--- config.mk ---
export PLATFORM = sky130hd
export DESIGN_NAME = tcg_cursor
export DESIGN_NICKNAME = d
export VERILOG_FILES = /design/src/design/tcg_pkg.sv /design/src/design/tcg_cursor.sv
export SDC_FILE = /design/constraint.sdc
export NUM_CORES = 1
export LEC_CHECK = 0
export ABC_AREA = 0
export CAP_MARGIN = 20
export CORE_MARGIN = 3
export CORE_UTILIZATION = 56
export CTS_CLUSTER_DIAMETER = 50
export DETAILED_ROUTE_END_ITERATION = 7
export DONT_BUFFER_PORTS = 1
export GPL_ROUTABILITY_DRIVEN = 0
export GPL_TIMING_DRIVEN = 0
export MAX_ROUTING_LAYER = met4
export PLACE_DENSITY_LB_ADDON = 0.3
export SLEW_MARGIN = 0
export SYNTH_ARGS = -nofsm -noshare
export SYNTH_HDL_FRONTEND = slang
export SYNTH_SLANG_ARGS = --single-unit
--- constraint.sdc ---
create_clock -name clk -period 2.22 [get_ports clk]
set_clock_uncertainty 0.1 [all_clocks]
set_input_delay 0.333 -clock clk [delete_from_list [all_inputs] [get_ports clk]]
set_output_delay 0.333 -clock clk [all_outputs]
set_load 0.02 [all_outputs]
--- src/design/tcg_pkg.sv ---
// ----------------------------------------------------------------------------
// Text console glyph renderer package
// Shared types and fixed constants: operation codes, result kinds, font store
// geometry and the cursor command that the top level sends to the cursor unit.
// ----------------------------------------------------------------------------
`default_nettype none

package tcg_pkg;

	// Operation codes carried in the input tuser.
	localparam logic [1:0] OP_DRAW   = 2'd0;
	localparam logic [1:0] OP_LOAD   = 2'd1;
	localparam logic [1:0] OP_CURSOR = 2'd2;

	// Result kinds carried in the output tuser.
	localparam logic KIND_PIXEL  = 1'b0;
	localparam logic KIND_STATUS = 1'b1;

	// Character code that performs a newline instead of drawing.
	localparam logic [7:0] NEWLINE_CODE = 8'd10;

	// Font store geometry.
	localparam int FONT_DEPTH = 2048;
	localparam int FONT_AW    = 11;

	// Widths of coordinates and colours.
	localparam int COORD_W = 12;
	localparam int COLOR_W = 16;

	// Most pixel writes that a single draw produces.
	localparam int MAX_PIXELS = 64;
	localparam int PIX_CNT_W  = 6;

	// Control state of the top level sequencer.
	typedef enum logic [2:0] {
		ST_IDLE,
		ST_READ,
		ST_LOAD,
		ST_PIXEL,
		ST_STATUS
	} state_t;

	// Command to the cursor unit for one accepted item.
	typedef struct packed {
		logic               set;
		logic               newline;
		logic               advance;
		logic [COORD_W-1:0] set_x;
		logic [COORD_W-1:0] set_y;
	} cursor_cmd_t;

endpackage

`default_nettype wire

--- src/design/tcg_cursor.sv ---
// ----------------------------------------------------------------------------
// Text console cursor unit
// Holds the cursor and applies set, newline and advance commands, reporting
// whether the command calls for a scroll of one text line.
// ----------------------------------------------------------------------------
`default_nettype none

module tcg_cursor #(
	parameter int GLYPH_WIDTH  = 8,
	parameter int GLYPH_HEIGHT = 8,
	parameter int SCREEN_COLS  = 640,
	parameter int SCREEN_ROWS  = 480
) (
	input  wire logic                         clk,
	input  wire logic                         arst_n,
	input  wire logic                         cmd_valid,
	input  wire tcg_pkg::cursor_cmd_t         cmd,
	output logic [tcg_pkg::COORD_W-1:0]       col,
	output logic [tcg_pkg::COORD_W-1:0]       row,
	output logic                              scroll
);

	localparam int CW = tcg_pkg::COORD_W;

	logic [CW-1:0] col_q;
	logic [CW-1:0] row_q;
	logic [CW:0]   down_sum;
	logic [CW:0]   right_sum;
	logic          at_bottom;
	logic          at_right;
	logic [CW-1:0] nl_row;
	logic [CW-1:0] col_d;
	logic [CW-1:0] row_d;

	// Candidate positions one text line down and one glyph to the right.
	always_comb begin
		down_sum  = {1'b0, row_q} + (CW+1)'(GLYPH_HEIGHT);
		right_sum = {1'b0, col_q} + (CW+1)'(GLYPH_WIDTH);
		at_bottom = down_sum >= (CW+1)'(SCREEN_ROWS);
		at_right  = right_sum >= (CW+1)'(SCREEN_COLS);
		nl_row    = at_bottom ? row_q : down_sum[CW-1:0];
	end

	// Next cursor and scroll request for the command.
	always_comb begin
		col_d  = col_q;
		row_d  = row_q;
		scroll = 1'b0;
		if (cmd.set) begin
			col_d = cmd.set_x;
			row_d = cmd.set_y;
		end else if (cmd.newline || (cmd.advance && at_right)) begin
			col_d  = '0;
			row_d  = nl_row;
			scroll = at_bottom;
		end else if (cmd.advance) begin
			col_d = right_sum[CW-1:0];
		end
	end

	// Cursor registers.
	always_ff @(posedge clk or negedge arst_n) begin
		if (!arst_n) begin
			col_q <= '0;
			row_q <= '0;
		end else if (cmd_valid) begin
			col_q <= col_d;
			row_q <= row_d;
		end
	end

	assign col = col_q;
	assign row = row_q;

endmodule

`default_nettype wire

==> impl_metrics.ini <==
[outcome]
violations = setup timing
status = complete, but fails checks

[floorplanning]
num_rows = 17
die_x_um = 56.9
die_area_um2 = 3240
core_um2 = 2340
dieHeight_um = 56.9
start_util = 0.621
io_pins = 55

[detailed_routing]
final_antenna_net_count = 0
vias = 1503
viasPerCell = 7.55
routed_wl_um = 4590
drt-initial-drc-count = 139
first_pass_iters = 8
drc = 0
wire_per_inst_um = 23.0

[timing]
fin_ws_ps = -367
maxSlewHeadroom = 0.479
worst_pin_slew_ps = 781
post-route-period-util = 1.17
min_period_ps = 2590
setup_viol = 18
rsz0062_at_grt = true
fin_setup_tns_ps = -4020
fmax_mhz = 387
hold_viol = 0
drv_slew = 0
timing.hold.ws_ps = 39.6

[yosys]
synthesis.nets = 191
ys_warn_count = 0
synth_top_area_share = 0.413
netlist_area_um2 = 1450
ys.flop_type = dfrtp_1
synth.area.top_cells = dfrtp_1 (41%), mux2_2 (4.7%), nand2_1 (4.4%), nand3_1 (3.4%), nor2_1 (3.1%)
synth-edff-count = 0
netlist-cell-type-count = 47
synth.largest_area_cell = dfrtp_1
async_flop_share = 1.00
yosysSeqAreaShare = 0.413
synth_seq_cells = 24
syn_inst = 159
synth_area_per_cell_um2 = 9.14

[grt]
grt_pass1_wl_um = 6930
grt_remaining_overflow = 0
antenna_found_initial = 0
grt_usage = 0.277
grt_max_degree = 25
grt_pass1_vias = 1477

[final_layout]
layout_commonest_cell = nand2_1
layout-drive-gt1-share = 0.316
fin_cells = 199
nNetsFinal = 204
fin_util = 0.784
final_cell_mix = nand2_1 (16), dfrtp_1 (15), nor2_1 (12), dfrtp_2 (9), nand3_1 (8)
diodes = 0
fill_cells = 151
synthToLayoutAreaGrowth_pct = 26.3

[worst_setup_path]
crit_path_top_delay_cell = dfrtp_2
critical_path_class = flip-flop to primary output
crit_path_end_kind = primary output
cp_data_required_time_ps = 1790
crit_path_start_kind = flip-flop
path_cells = ha_4 -> a311oi_2 -> a31oi_1 -> a211o_1 -> o21ai_4 -> a211oi_4
path_delay_family = compound AO/OA/AOI/OAI gates
ff2ff_path_depth = 7
timing.rr.start = col[3]$_DFFE_PN0P_
r2r_end = row[6]$_DFFE_PN0P_
crit_fanout = 7
cp.arrival_ps = 2150
cp_num_buf_inv = 0
cpPeakStageDelay_ps = 550
reg2reg_slack_ps = -320

[pwr]
pwr-share-clk = 0.230
irDropWorstVdd_mv = 0.719
p_switching_w = 0.000564
internal_power_w = 0.000880
seq_power_share = 0.504
swShare = 0.390
power_frac_comb = 0.266
powerDensity_nw_per_um2 = 787
leakagePower_nw = 0.716

[placed_design]
place_ws_ps = -312
port-buffer-count = 0
dp_hpwl_um = 2680
dp.cells = 187

[cts]
ctsHtreeMaxLevel = 1
cts_tree = built
numCtsBuffers = 3
cts.clk_slew.worst_paths_ps = 150
cts_buffer_depth = 2
clk_latency_ps = 340
cts.sinks = 24
cts_root_buffer = clkbuf_4

[min_path]
whs_path_depth = 2
min_to = col[11]$_DFFE_PN0P_
holdCritPathClass = primary input to flip-flop
hold_start = cmd[23]

[job]
drv_cap = 0
-- registers in the layout, summed over array words and instances (netlist names) --
name,count
row,12
col,12
-- cells in the mapped netlist, types with 4 or more instances --
library cell / number
clkbuf_1: 8
mux2_2: 6
a311oi_1: 4
nor2_1: 12
nor3b_1: 4
a32o_1: 4
nand4_1: 4
dfrtp_1: 24
nor3_1: 5
a21oi_1: 7
and3_1: 6
nand3_1: 10
nand2_1: 17
-- worst max-delay path by stage --
stage	startpoint	to	slack, ps	cells past startpoint
6_report	col[3]$_DFFE_PN0P_	scroll	-370	6
2_1_floorplan	col[3]$_DFFE_PN0P_	row[4]$_DFFE_PN0P_	-80	9
3_5_place_dp	col[5]$_DFFE_PN0P_	scroll	-310	5
4_1_cts	col[3]$_DFFE_PN0P_	scroll	-290	6
3_3_place_gp	col[5]$_DFFE_PN0P_	scroll	-260	5
5_1_grt	row[6]$_DFFE_PN0P_	scroll	-460	5
-- what timing repair did --
action / CTS / global route
cloned: 0 / 1
buffers inserted: 6 / 1
resized for setup: 23 / 14
endpoints found under the hold margin: 24 / 1
hold buffers: 1 / 1
endpoints found under the setup margin: 18 / 18
pin swaps: 17 / 9
-- layout make-up --
class / instances / area [µm²] / share of cell area
Inverter: 3 / 11.3 / 0.00614
Clock buffer: 3 / 22.5 / 0.0123
Sequential cell: 24 / 612 / 0.334
Buffer: 8 / 46.3 / 0.0252
Clock inverter: 1 / 30.0 / 0.0164
Tap cell: 28 / 35.0 / 0.0191
Timing Repair Buffer: 10 / 115 / 0.0628
Multi-Input combinational cell: 122 / 962 / 0.525
-- metal layers --
metal | vias to the layer above | part of all wire | GRT usage
met4 | 0 | 0.033 | 0.123
met5 | - | 0 | -
met2 | 132 | 0.46 | 0.405
li1 | 632 | - | -
met3 | 24 | 0.12 | 0.0814
met1 | 715 | 0.39 | 0.355
-- through the flow --
step / instance area, µm² / power (W)
after floorplan: 1490 / 0.000902
after global placement: 1530 / 0.000959
after detailed placement: 1530 / 0.000977
after CTS: 1720 / 0.00138
after global routing: 1830 / 0.00151
final: 1830 / 0.00144
-- power groups by stage --
stage / clock [W] / sequential (W) / combinational, W
2_1_floorplan: 0 / 0.000675 / 0.000227
3_3_place_gp: 0 / 0.000701 / 0.000257
3_5_place_dp: 0 / 0.000705 / 0.000272
4_1_cts: 0.000329 / 0.000710 / 0.000337
5_1_grt: 0.000352 / 0.000739 / 0.000419
6_report: 0.000332 / 0.000728 / 0.000384
-- cells by family after synthesis --
kind of cell | after synthesis | synth area share
xor gates and xnor gates | 2 | 0.0121
adders and majority gates | 2 | 0.0172
buffers and inverters | 13 | 0.0396
AOI/OAI and AO/OA | 40 | 0.205
and+or+nand+nor | 71 | 0.259
muxes | 7 | 0.0534
DFF | 24 | 0.413
No activity file was read; power rests on OpenSTA's default activity.
