<file path="src/design/tcg_pkg.sv">
// ----------------------------------------------------------------------------
// Text console glyph renderer package
// Shared types and fixed constants: operation codes, result kinds, font store
// geometry and the cursor command that the top level sends to the cursor unit.
// ----------------------------------------------------------------------------
`default_nettype none

package tcg_pkg;

	// Operation codes carried in the input tuser.
	localparam logic [1:0] OP_DRAW   = 2'd0;
	localparam logic [1:0] OP_LOAD   = 2'd1;
	localparam logic [1:0] OP_CURSOR = 2'd2;

	// Result kinds carried in the output tuser.
	localparam logic KIND_PIXEL  = 1'b0;
	localparam logic KIND_STATUS = 1'b1;

	// Character code that performs a newline instead of drawing.
	localparam logic [7:0] NEWLINE_CODE = 8'd10;

	// Font store geometry.
	localparam int FONT_DEPTH = 2048;
	localparam int FONT_AW    = 11;

	// Widths of coordinates and colours.
	localparam int COORD_W = 12;
	localparam int COLOR_W = 16;

	// Most pixel writes that a single draw produces.
	localparam int MAX_PIXELS = 64;
	localparam int PIX_CNT_W  = 6;

	// Control state of the top level sequencer.
	typedef enum logic [2:0] {
		ST_IDLE,
		ST_READ,
		ST_LOAD,
		ST_PIXEL,
		ST_STATUS
	} state_t;

	// Command to the cursor unit for one accepted item.
	typedef struct packed {
		logic               set;
		logic               newline;
		logic               advance;
		logic [COORD_W-1:0] set_x;
		logic [COORD_W-1:0] set_y;
	} cursor_cmd_t;

endpackage

`default_nettype wire

</file>
<file path="src/design/tcg_glyph_ser.sv">
// ----------------------------------------------------------------------------
// Glyph row serialiser
// Takes one glyph row into a shift register and hands out one pixel bit per
// shift, rightmost pixel first, with the column that the bit lands on.
// ----------------------------------------------------------------------------
`default_nettype none

module tcg_glyph_ser #(
	parameter int GLYPH_WIDTH = 8
) (
	input  wire logic                          clk,
	input  wire logic                          arst_n,
	input  wire logic                          load,
	input  wire logic [7:0]                    row_bits,
	input  wire logic [tcg_pkg::COORD_W-1:0]   origin_x,
	input  wire logic                          shift,
	output logic                               bit_out,
	output logic [tcg_pkg::COORD_W-1:0]        pix_x,
	output logic                               col_last
);

	localparam int CW   = tcg_pkg::COORD_W;
	localparam int COLW = (GLYPH_WIDTH > 1) ? $clog2(GLYPH_WIDTH) : 1;

	logic [7:0]      bits_q;
	logic [CW-1:0]   x_q;
	logic [COLW-1:0] col_cnt_q;

	// Shift register and column counters; the column runs right to left.
	always_ff @(posedge clk or negedge arst_n) begin
		if (!arst_n) begin
			col_cnt_q <= '0;
		end else if (load) begin
			col_cnt_q <= '0;
		end else if (shift) begin
			col_cnt_q <= col_cnt_q + COLW'(1);
		end
	end

	always_ff @(posedge clk) begin
		if (load) begin
			bits_q <= row_bits;
			x_q    <= origin_x + CW'(GLYPH_WIDTH - 1);
		end else if (shift) begin
			bits_q <= {1'b0, bits_q[7:1]};
			x_q    <= x_q - CW'(1);
		end
	end

	assign bit_out  = bits_q[0];
	assign pix_x    = x_q;
	assign col_last = col_cnt_q == COLW'(GLYPH_WIDTH - 1);

endmodule

`default_nettype wire

</file>
<file path="config.mk">
export PLATFORM = sky130hd
export DESIGN_NAME = tcg_glyph_ser
export DESIGN_NICKNAME = d
export VERILOG_FILES = /design/src/design/tcg_pkg.sv /design/src/design/tcg_glyph_ser.sv
export SDC_FILE = /design/constraint.sdc
export NUM_CORES = 1
export LEC_CHECK = 0
export BUFFER_PORTS_ARGS = -buffer_cell sky130_fd_sc_hd__buf_2
export CAP_MARGIN = 20
export CELL_PAD_IN_SITES_DETAIL_PLACEMENT = 1
export CELL_PAD_IN_SITES_GLOBAL_PLACEMENT = 2
export CORE_ASPECT_RATIO = 1.1
export CORE_MARGIN = 5
export CORE_UTILIZATION = 35
export DETAILED_ROUTE_END_ITERATION = 10
export PLACE_DENSITY = 0.93
export SYNTH_ARGS = -nofsm -noshare
export SYNTH_HDL_FRONTEND = slang
export SYNTH_SLANG_ARGS = --single-unit
</file>
<file path="constraint.sdc">
create_clock -name clk -period 3.1 [get_ports clk]
set_clock_uncertainty 0.15 [all_clocks]
set_input_delay 0.465 -clock clk [delete_from_list [all_inputs] [get_ports clk]]
set_output_delay 0.465 -clock clk [all_outputs]
set_load 0.02 [all_outputs]
</file>
==> out/results.ini, run 1 <==
[yosys]
yosys.cell_types.count = 34
synth.area.top_cells = sky130_fd_sc_hd__edfxtp_1 44%, sky130_fd_sc_hd__xnor2_1 7.0%, sky130_fd_sc_hd__mux2i_1 6.6%
syn_area_per_cell_um2 = 12.1
ys_async_sr_fraction = 0.130
dominantRegCellSynth = sky130_fd_sc_hd__edfxtp_1
netlist.top_cell.by_area = sky130_fd_sc_hd__edfxtp_1
yosysMostFrequentCell = sky130_fd_sc_hd__edfxtp_1
number_of_synthesized_flops_with_an_enable_pin = 20
synth_top_cells_by_count = 20 x sky130_fd_sc_hd__edfxtp_1, 11 x sky130_fd_sc_hd__xnor2_1, 9 x sky130_fd_sc_hd__mux2i_1
synth_warnings = 0
synth_largest_type_area_fraction = 0.438
ys_ff_latch = 23
syn_inst = 113
synth_area_mm2 = 0.00137
yosysSeqAreaShare = 0.493
mappedNetlistNets = 141

[critical_path]
critPathLaunch = pix_x[0]
cpPeakStageDelay_ns = 0.50
worstReg2RegStart = pix_x[0]
critical_path_class = reg -> reg
critPathSlowestCell = sky130_fd_sc_hd__edfxtp_1
critPathRequiredTime_ns = 2.94
ff2ff_setup_slack_ns = 1.15
r2r-end = pix_x[10]
end_kind = flip-flop
worst_ep_arrival_time_ns = 1.79
crit_chain = inv_1 -> ha_1 -> nor3b_2 -> nand3_1 -> xor2_1 -> mux2i_1
worst-path-max-fanout = 5
r2r_cells = 6
critPathLaunchType = flip-flop

[sta]
setup_tns_ns = 0
setup_violations = 0
final.hold.worst_slack_ns = 0.332
relSlewSlack = 0.600
final.period_utilization = 0.628
hold_viol = 0
maxClockFrequency_mhz = 514
timing.final.crit_period_ns = 1.95
worst-slew-pin-transition_ns = 0.601
timing_max_transition_violations_final = 0
rsz_0062_raised_after_global_routing = false

[run_status]
run_status = finished, final reports clean

[clock_network]
cts.root.buffer_cell = sky130_fd_sc_hd__clkbuf_8
ctsHtreeMaxLevel = 1
cts_setup_buffers = 0
tritoncts = built
cts.sinks = 23
postCtsResizedCells = 0
clock_insertion_delay_worst_skew_ns = 0.26
cts.path.max_buffers = 2
clk_pin_slew_ns = 0.08
number_of_cts_inserted_buffers = 3
hold_buffers = 1

[pwr]
p_leak_nw = 0.680
power.density_cell_area_mw_per_mm2 = 469
power.total_mw = 0.779
ir_drop_mv = 0.132

[global_route]
gr-total-overflow = 0
vias_in_the_first_global_route = 1055
number_of_antenna_violations_at_the_first_check_in_global_routing = 0
largest_net_degree_at_the_start_of_global_routing = 30
groute.usage.overall = 0.121
grt_first_pass_wirelength_um = 4990

[worst_hold_path]
min-delay-start = row_bits[7]
hold_depth = 2
min-delay-path-class = in -> reg
hold-path-endpoint = bits_q[7]

[floorplan]
design.die.area_mm2 = 0.00527
dieHeight_um = 75.6
effective_utilization_at_floorplan = 0.369
top_level_ports = 38
die_w_um = 69.7
core_region_area_mm2 = 0.00371
row_count = 23

[route]
drt_drc = 0
drtPass1Iterations = 4
drt-vias-per-instance = 4.87
drt-total-wl_um = 3030
vias = 983
drt_iter0_markers = 71
antenna_violating_nets_post_route = 0
avgRoutedWirePerCell_um = 15.0

[final_layout]
final_cells = 202
finalNetCount = 181
antenna_cells_inserted = 0
n_fill_cell = 415
area_growth_pct = 21.3
post_route_cells_drive_above_1_share = 0.322
post_layout_utilization_of_the_core = 0.448

[place]
placement.io_buffers = 37
dpl.cell_count = 197
dp.final_hpwl_um = 2390
weighted_congestion_reported_at_the_end_of_routability_driven_placement = 0.756

[flow_run]
drv_cap = 0

worst max path at each step:
stage	to	depth (start not counted)	slack, ns
detailed placement	pix_x[10]	7	1.01
floorplan	pix_x[6]	6	1.26
global route	pix_x[6]	6	0.95
global placement	pix_x[8]	7	1.10
finish	pix_x[10]	6	1.15
CTS	pix_x[10]	6	1.13
where the power goes:
group	internal, mW	switching, mW
registers	0.382	0.0344
clock network	0.0897	0.0965
logic	0.0756	0.101
total	0.547	0.232
layout make-up:
type	count	area, µm²	area share
multi-input combinational	83	667	0.401
tap	50	62.6	0.0377
clock inverter	1	5.00	0.00301
timing repair buffer	38	195	0.117
sequential	23	676	0.407
clock buffer	3	41.3	0.0248
inverter	4	15.0	0.00904
layer usage:
layer,up-vias,global-route usage,share of wire
li1,484,-,-
met1,470,0.148,0.43
met3,6,0.0145,0.040
met2,23,0.214,0.51
met5,-,0,0
met4,0,0.0638,0.016
critical path, delay by kind of cell, from the launching register on:
kind | cells | cell delay [ns]
XOR/XNOR | 1 | 0.16
adder cells (fa/ha/maj) | 1 | 0.17
buffers and inverters | 1 | 0.11
flip-flops | 1 | 0.50
multiplexers | 1 | 0.10
AND/OR/NAND/NOR | 2 | 0.49
cells by family after synthesis:
family | Yosys count | synth area share
xor+xnor | 18 | 0.115
flops | 23 | 0.493
mux | 16 | 0.123
compound gates | 10 | 0.0457
fa+ha+maj | 4 | 0.0365
buf+inv | 7 | 0.0201
simple gates | 35 | 0.166
metrics by stage:
stage,area [µm²],worst slack (ns)
finish,1660,1.15
floorplan,1370,1.26
global placement,1610,1.10
global route,1660,0.948
CTS,1660,1.13
detailed placement,1610,1.01
registers in the layout, summed over array words and instances (netlist names):
signal / cells
col_cnt_q: 3
pix_x: 12
bits_q: 8
cell usage in the layout, fill, tap and decap left out, types with 2 or more instances in the layout:
cell | synthesis | final
sky130_fd_sc_hd__a21oi_1 | 3 | 3
sky130_fd_sc_hd__buf_2 | 1 | 37
sky130_fd_sc_hd__clkbuf_8 | 0 | 3
sky130_fd_sc_hd__dfrtp_1 | 3 | 3
sky130_fd_sc_hd__edfxtp_1 | 20 | 20
sky130_fd_sc_hd__ha_1 | 4 | 4
sky130_fd_sc_hd__inv_1 | 4 | 4
sky130_fd_sc_hd__mux2_1 | 7 | 7
sky130_fd_sc_hd__mux2i_1 | 9 | 9
sky130_fd_sc_hd__nand2_1 | 5 | 5
sky130_fd_sc_hd__nand3_1 | 3 | 3
sky130_fd_sc_hd__nor2_1 | 8 | 8
sky130_fd_sc_hd__nor2b_1 | 2 | 2
sky130_fd_sc_hd__nor3_1 | 5 | 5
sky130_fd_sc_hd__o21ai_1 | 2 | 2
sky130_fd_sc_hd__xnor2_1 | 11 | 11
sky130_fd_sc_hd__xor2_1 | 7 | 7
Power figures use the tool's default switching activity.
==> run 2: changes to the inputs <==
Settings changed: ABC_AREA set to 1, CORE_UTILIZATION 35 to 26, PLACE_DENSITY 0.93 to 0.85.
Clock period 3.1 ns to 1.79 ns, I/O delays scaled along.
==> run 2 against run 1 <==
  * Via count up 42%
  * Area after synthesis grew 9.9%
  * Global-route usage down 1.3 points
  * Final cell count is 58% higher
  * Cell area up 11%
  * Clock-buffer cell count stayed put
  * Critical path type unchanged
  * Largest power group unchanged
==> out/results.ini, run 2 <==
[critical_path]
critical_path_buffer_and_inverter_count = 1  ; unchanged
worst_ep_arrival_time_ns = 1.60  ; was 1.79 ns
end_kind = flip-flop  ; unchanged
crit_chain = inv_1 -> ha_2 -> nand3_1 -> o21ai_0 -> o21ai_0 -> nand2_1 -> nand2_1  ; was inv_1 -> ha_1 -> nor3b_2 -> nand3_1 -> xor2_1 -> mux2i_1
cpPeakStageDelay_ns = 0.41  ; was 0.50 ns
critical_path_class = reg -> reg  ; unchanged
critPathSlowestCell = sky130_fd_sc_hd__edfxtp_1  ; unchanged
critPathRequiredTime_ns = 1.68  ; was 2.94 ns
worst-path-max-fanout = 4  ; was 5
critPathLaunchType = flip-flop  ; unchanged
critical_path_s_top_delay_family = flip-flops  ; unchanged

[clock_network]
number_of_cts_inserted_buffers = 3  ; unchanged
ctsHtreeMaxLevel = 1  ; unchanged
clock_insertion_delay_worst_skew_ns = 0.27  ; was 0.26 ns
cts.path.max_buffers = 2  ; unchanged
cts.sinks = 23  ; unchanged
clk_pin_slew_ns = 0.09  ; was 0.08 ns
tritoncts = built  ; unchanged
cts.root.buffer_cell = sky130_fd_sc_hd__clkbuf_8  ; unchanged
cts_setup_buffers = 0  ; unchanged

[worst_hold_path]
min-delay-path-class = in -> reg  ; unchanged

[pwr]
ir_drop_mv = 0.268  ; was 0.132 mV
seq_power_share = 0.503  ; was 0.534
p_leak_nw = 0.958  ; was 0.680 nW
p_clk_frac = 0.246  ; was 0.239
power.internal_mw = 0.934  ; was 0.547 mW
power.density_cell_area_mw_per_mm2 = 747  ; was 469 mW/mm²
combinational_fraction_of_design_power = 0.251  ; was 0.226
p_sw_frac = 0.324  ; was 0.297
p_switching_mw = 0.447  ; was 0.232 mW

[sta]
relSlewSlack = 0.658  ; was 0.600
timing.final.crit_period_ns = 1.71  ; was 1.95 ns
final.period_utilization = 0.957  ; was 0.628
setup_violations = 0  ; unchanged
setup_tns_ns = 0  ; unchanged
worst-slew-pin-transition_ns = 0.514  ; was 0.601 ns
maxClockFrequency_mhz = 584  ; was 514 MHz
hold_viol = 0  ; unchanged
timing_max_transition_violations_final = 0  ; unchanged
rsz_0062_raised_after_global_routing = false  ; unchanged

[route]
drt-total-wl_um = 3870  ; was 3030 µm
vias = 1394  ; was 983
drt_iter0_markers = 60  ; was 71
drtPass1Iterations = 4  ; unchanged
drt-vias-per-instance = 4.36  ; was 4.87
drt_drc = 0  ; unchanged
avgRoutedWirePerCell_um = 12.1  ; was 15.0 µm
antenna_violating_nets_post_route = 0  ; unchanged

[yosys]
synth_warnings = 0  ; unchanged
syn_inst = 201  ; was 113
netlist.top_cell.by_area = sky130_fd_sc_hd__edfxtp_1  ; unchanged
synth_area_mm2 = 0.00151  ; was 0.00137 mm²
ys_async_sr_fraction = 0.130  ; unchanged
synth_top_cells_by_count = 67 x sky130_fd_sc_hd__nand2_1, 30 x sky130_fd_sc_hd__inv_1, 27 x sky130_fd_sc_hd__nand3_1  ; was 20 x sky130_fd_sc_hd__edfxtp_1, 11 x sky130_fd_sc_hd__xnor2_1, 9 x sky130_fd_sc_hd__mux2i_1
dominantRegCellSynth = sky130_fd_sc_hd__edfxtp_1  ; unchanged
synth.area.top_cells = sky130_fd_sc_hd__edfxtp_1 40%, sky130_fd_sc_hd__nand2_1 17%, sky130_fd_sc_hd__nand3_1 9.0%  ; was sky130_fd_sc_hd__edfxtp_1 44%, sky130_fd_sc_hd__xnor2_1 7.0%, sky130_fd_sc_hd__mux2i_1 6.6%
ys_ff_latch = 23  ; unchanged
number_of_synthesized_flops_with_an_enable_pin = 20  ; unchanged
syn_area_per_cell_um2 = 7.49  ; was 12.1 µm²
yosysSeqAreaShare = 0.449  ; was 0.493
synth_largest_type_area_fraction = 0.399  ; was 0.438
mappedNetlistNets = 229  ; was 141
yosys.cell_types.count = 24  ; was 34
yosysMostFrequentCell = sky130_fd_sc_hd__nand2_1  ; was sky130_fd_sc_hd__edfxtp_1

[place]
dp.final_hpwl_um = 3040  ; was 2390 µm
weighted_congestion_reported_at_the_end_of_routability_driven_placement = 0.769  ; was 0.756
dpl-instance-area_mm2 = 0.00179  ; was 0.00161 mm²
placement.io_buffers = 37  ; unchanged

[final_layout]
n_fill_cell = 722  ; was 415
multiInputGateArea_um2 = 697  ; was 667 µm²
most_common_cell_after_layout_fill_and_taps_aside = sky130_fd_sc_hd__nand2_1  ; was sky130_fd_sc_hd__buf_2
post_route_cells_drive_above_1_share = 0.218  ; was 0.322
largest_register_ffs = 12  ; unchanged
layout_common_cells = 67 x sky130_fd_sc_hd__nand2_1, 37 x sky130_fd_sc_hd__buf_2, 30 x sky130_fd_sc_hd__inv_1  ; was 37 x sky130_fd_sc_hd__buf_2, 20 x sky130_fd_sc_hd__edfxtp_1, 11 x sky130_fd_sc_hd__xnor2_1
final_design_area_no_fill_mm2 = 0.00185  ; was 0.00166 mm²
area_growth_pct = 22.9  ; was 21.3%
sequential_cell_area_um2 = 676  ; unchanged
antenna_cells_inserted = 0  ; unchanged
finalNetCount = 272  ; was 181

[run_status]
run_status = finished, final reports clean  ; unchanged

[flow_run]
drv_cap = 0  ; unchanged

[floorplan]
design.die.area_mm2 = 0.00741  ; was 0.00527 mm²
core_region_area_mm2 = 0.00570  ; was 0.00371 mm²
die_w_um = 82.5  ; was 69.7 µm
dieHeight_um = 89.8  ; was 75.6 µm
top_level_ports = 38  ; unchanged
row_count = 29  ; was 23
effective_utilization_at_floorplan = 0.264  ; was 0.369

[global_route]
gr-total-overflow = 0  ; unchanged
grt_first_pass_wirelength_um = 6320  ; was 4990 µm
groute.usage.overall = 0.108  ; was 0.121
groute.layer.met1.usage = 0.140  ; was 0.148
groute.layer.met2.usage = 0.181  ; was 0.214
vias_in_the_first_global_route = 1343  ; was 1,055
largest_net_degree_at_the_start_of_global_routing = 23  ; was 30
groute.layer.met3.usage = 0.0130  ; was 0.0145
number_of_antenna_violations_at_the_first_check_in_global_routing = 0  ; unchanged
busiest_layer = met2  ; unchanged

==> run 2: cells by family (layout without fill, tap and decap cells) <==
kind of cell,Yosys count,count (layout),synth area share
and+or+nand+nor,122,122,0.357
buffers and inverters,34,76,0.0914
DFF,23,23,0.449
AOI/OAI and AO/OA,16,16,0.0565
adders and majority gates,4,4,0.0333
xor gates and xnor gates,1,1,0.00582
muxes,1,1,0.00665
==> run 2: timing repair <==
item	4_1_cts	5_1_grt
resized for setup	0	2
hold buffers	1	0
hold endpoints to repair	3	0
setup endpoints to repair	0	1
==> run 2: path summary, 6_finish.rpt <==
check | to | startpoint | slack (ns) | cells after the start
worst max-delay path | pix_x[6] | pix_x[0] | 0.08 | 7
worst min-delay path | col_cnt_q[0] | load | 0.07 | 2
worst max register to register | pix_x[6] | pix_x[0] | 0.08 | 7
worst min register to register | bits_q[0] | bits_q[1] | 0.37 | 2
max in group asynchronous | col_cnt_q[2] | arst_n | 1.21 | 2
min in group asynchronous | col_cnt_q[0] | arst_n | 0.17 | 2
==> run 2: through the flow <==
stage          hold WS (ns)  cells  power, mW  setup slack [ns]   util
2_1_floorplan        -0.177    201      0.918             0.170      -
3_3_place_gp        -0.0803    315       1.04             0.158  0.314
3_5_place_dp        -0.0779    315       1.05             0.136  0.314
4_1_cts              0.0661    320       1.39            0.0779  0.324
5_1_grt              0.0681    320       1.46            0.0126  0.325
6_report             0.0693    320       1.38            0.0768  0.325
==> run 2: worst register-to-register path, cell delays in order (launching register included) <==
cell and delay, ns:
sky130_fd_sc_hd__edfxtp_1 0.41, sky130_fd_sc_hd__inv_1 0.12, sky130_fd_sc_hd__ha_2 0.22, sky130_fd_sc_hd__nand3_1 0.16, sky130_fd_sc_hd__o21ai_0 0.17, sky130_fd_sc_hd__o21ai_0 0.13
sky130_fd_sc_hd__nand2_1 0.08, sky130_fd_sc_hd__nand2_1 0.05
==> run 2: cell type report <==
class | instances | area share
Timing Repair Buffer | 41 | 0.118
Multi-Input combinational cell | 144 | 0.377
Sequential cell | 23 | 0.365
Clock inverter | 1 | 0.00271
Tap cell | 77 | 0.0521
Clock buffer | 3 | 0.0223
Inverter | 31 | 0.0629
==> run 2: routing by layer <==
metal  vias up  share of wire
li1        731              -
met1       636           0.48
met2        21           0.48
met3         6          0.024
met4         0          0.016
met5         -              0
==> run 2: power by group through the flow <==
stage | logic [mW] | registers (mW) | clock network, mW
CTS | 0.349 | 0.696 | 0.342
finish | 0.346 | 0.694 | 0.340
global placement | 0.338 | 0.704 | 0
floorplan | 0.173 | 0.745 | 0
detailed placement | 0.344 | 0.708 | 0
global route | 0.387 | 0.703 | 0.370
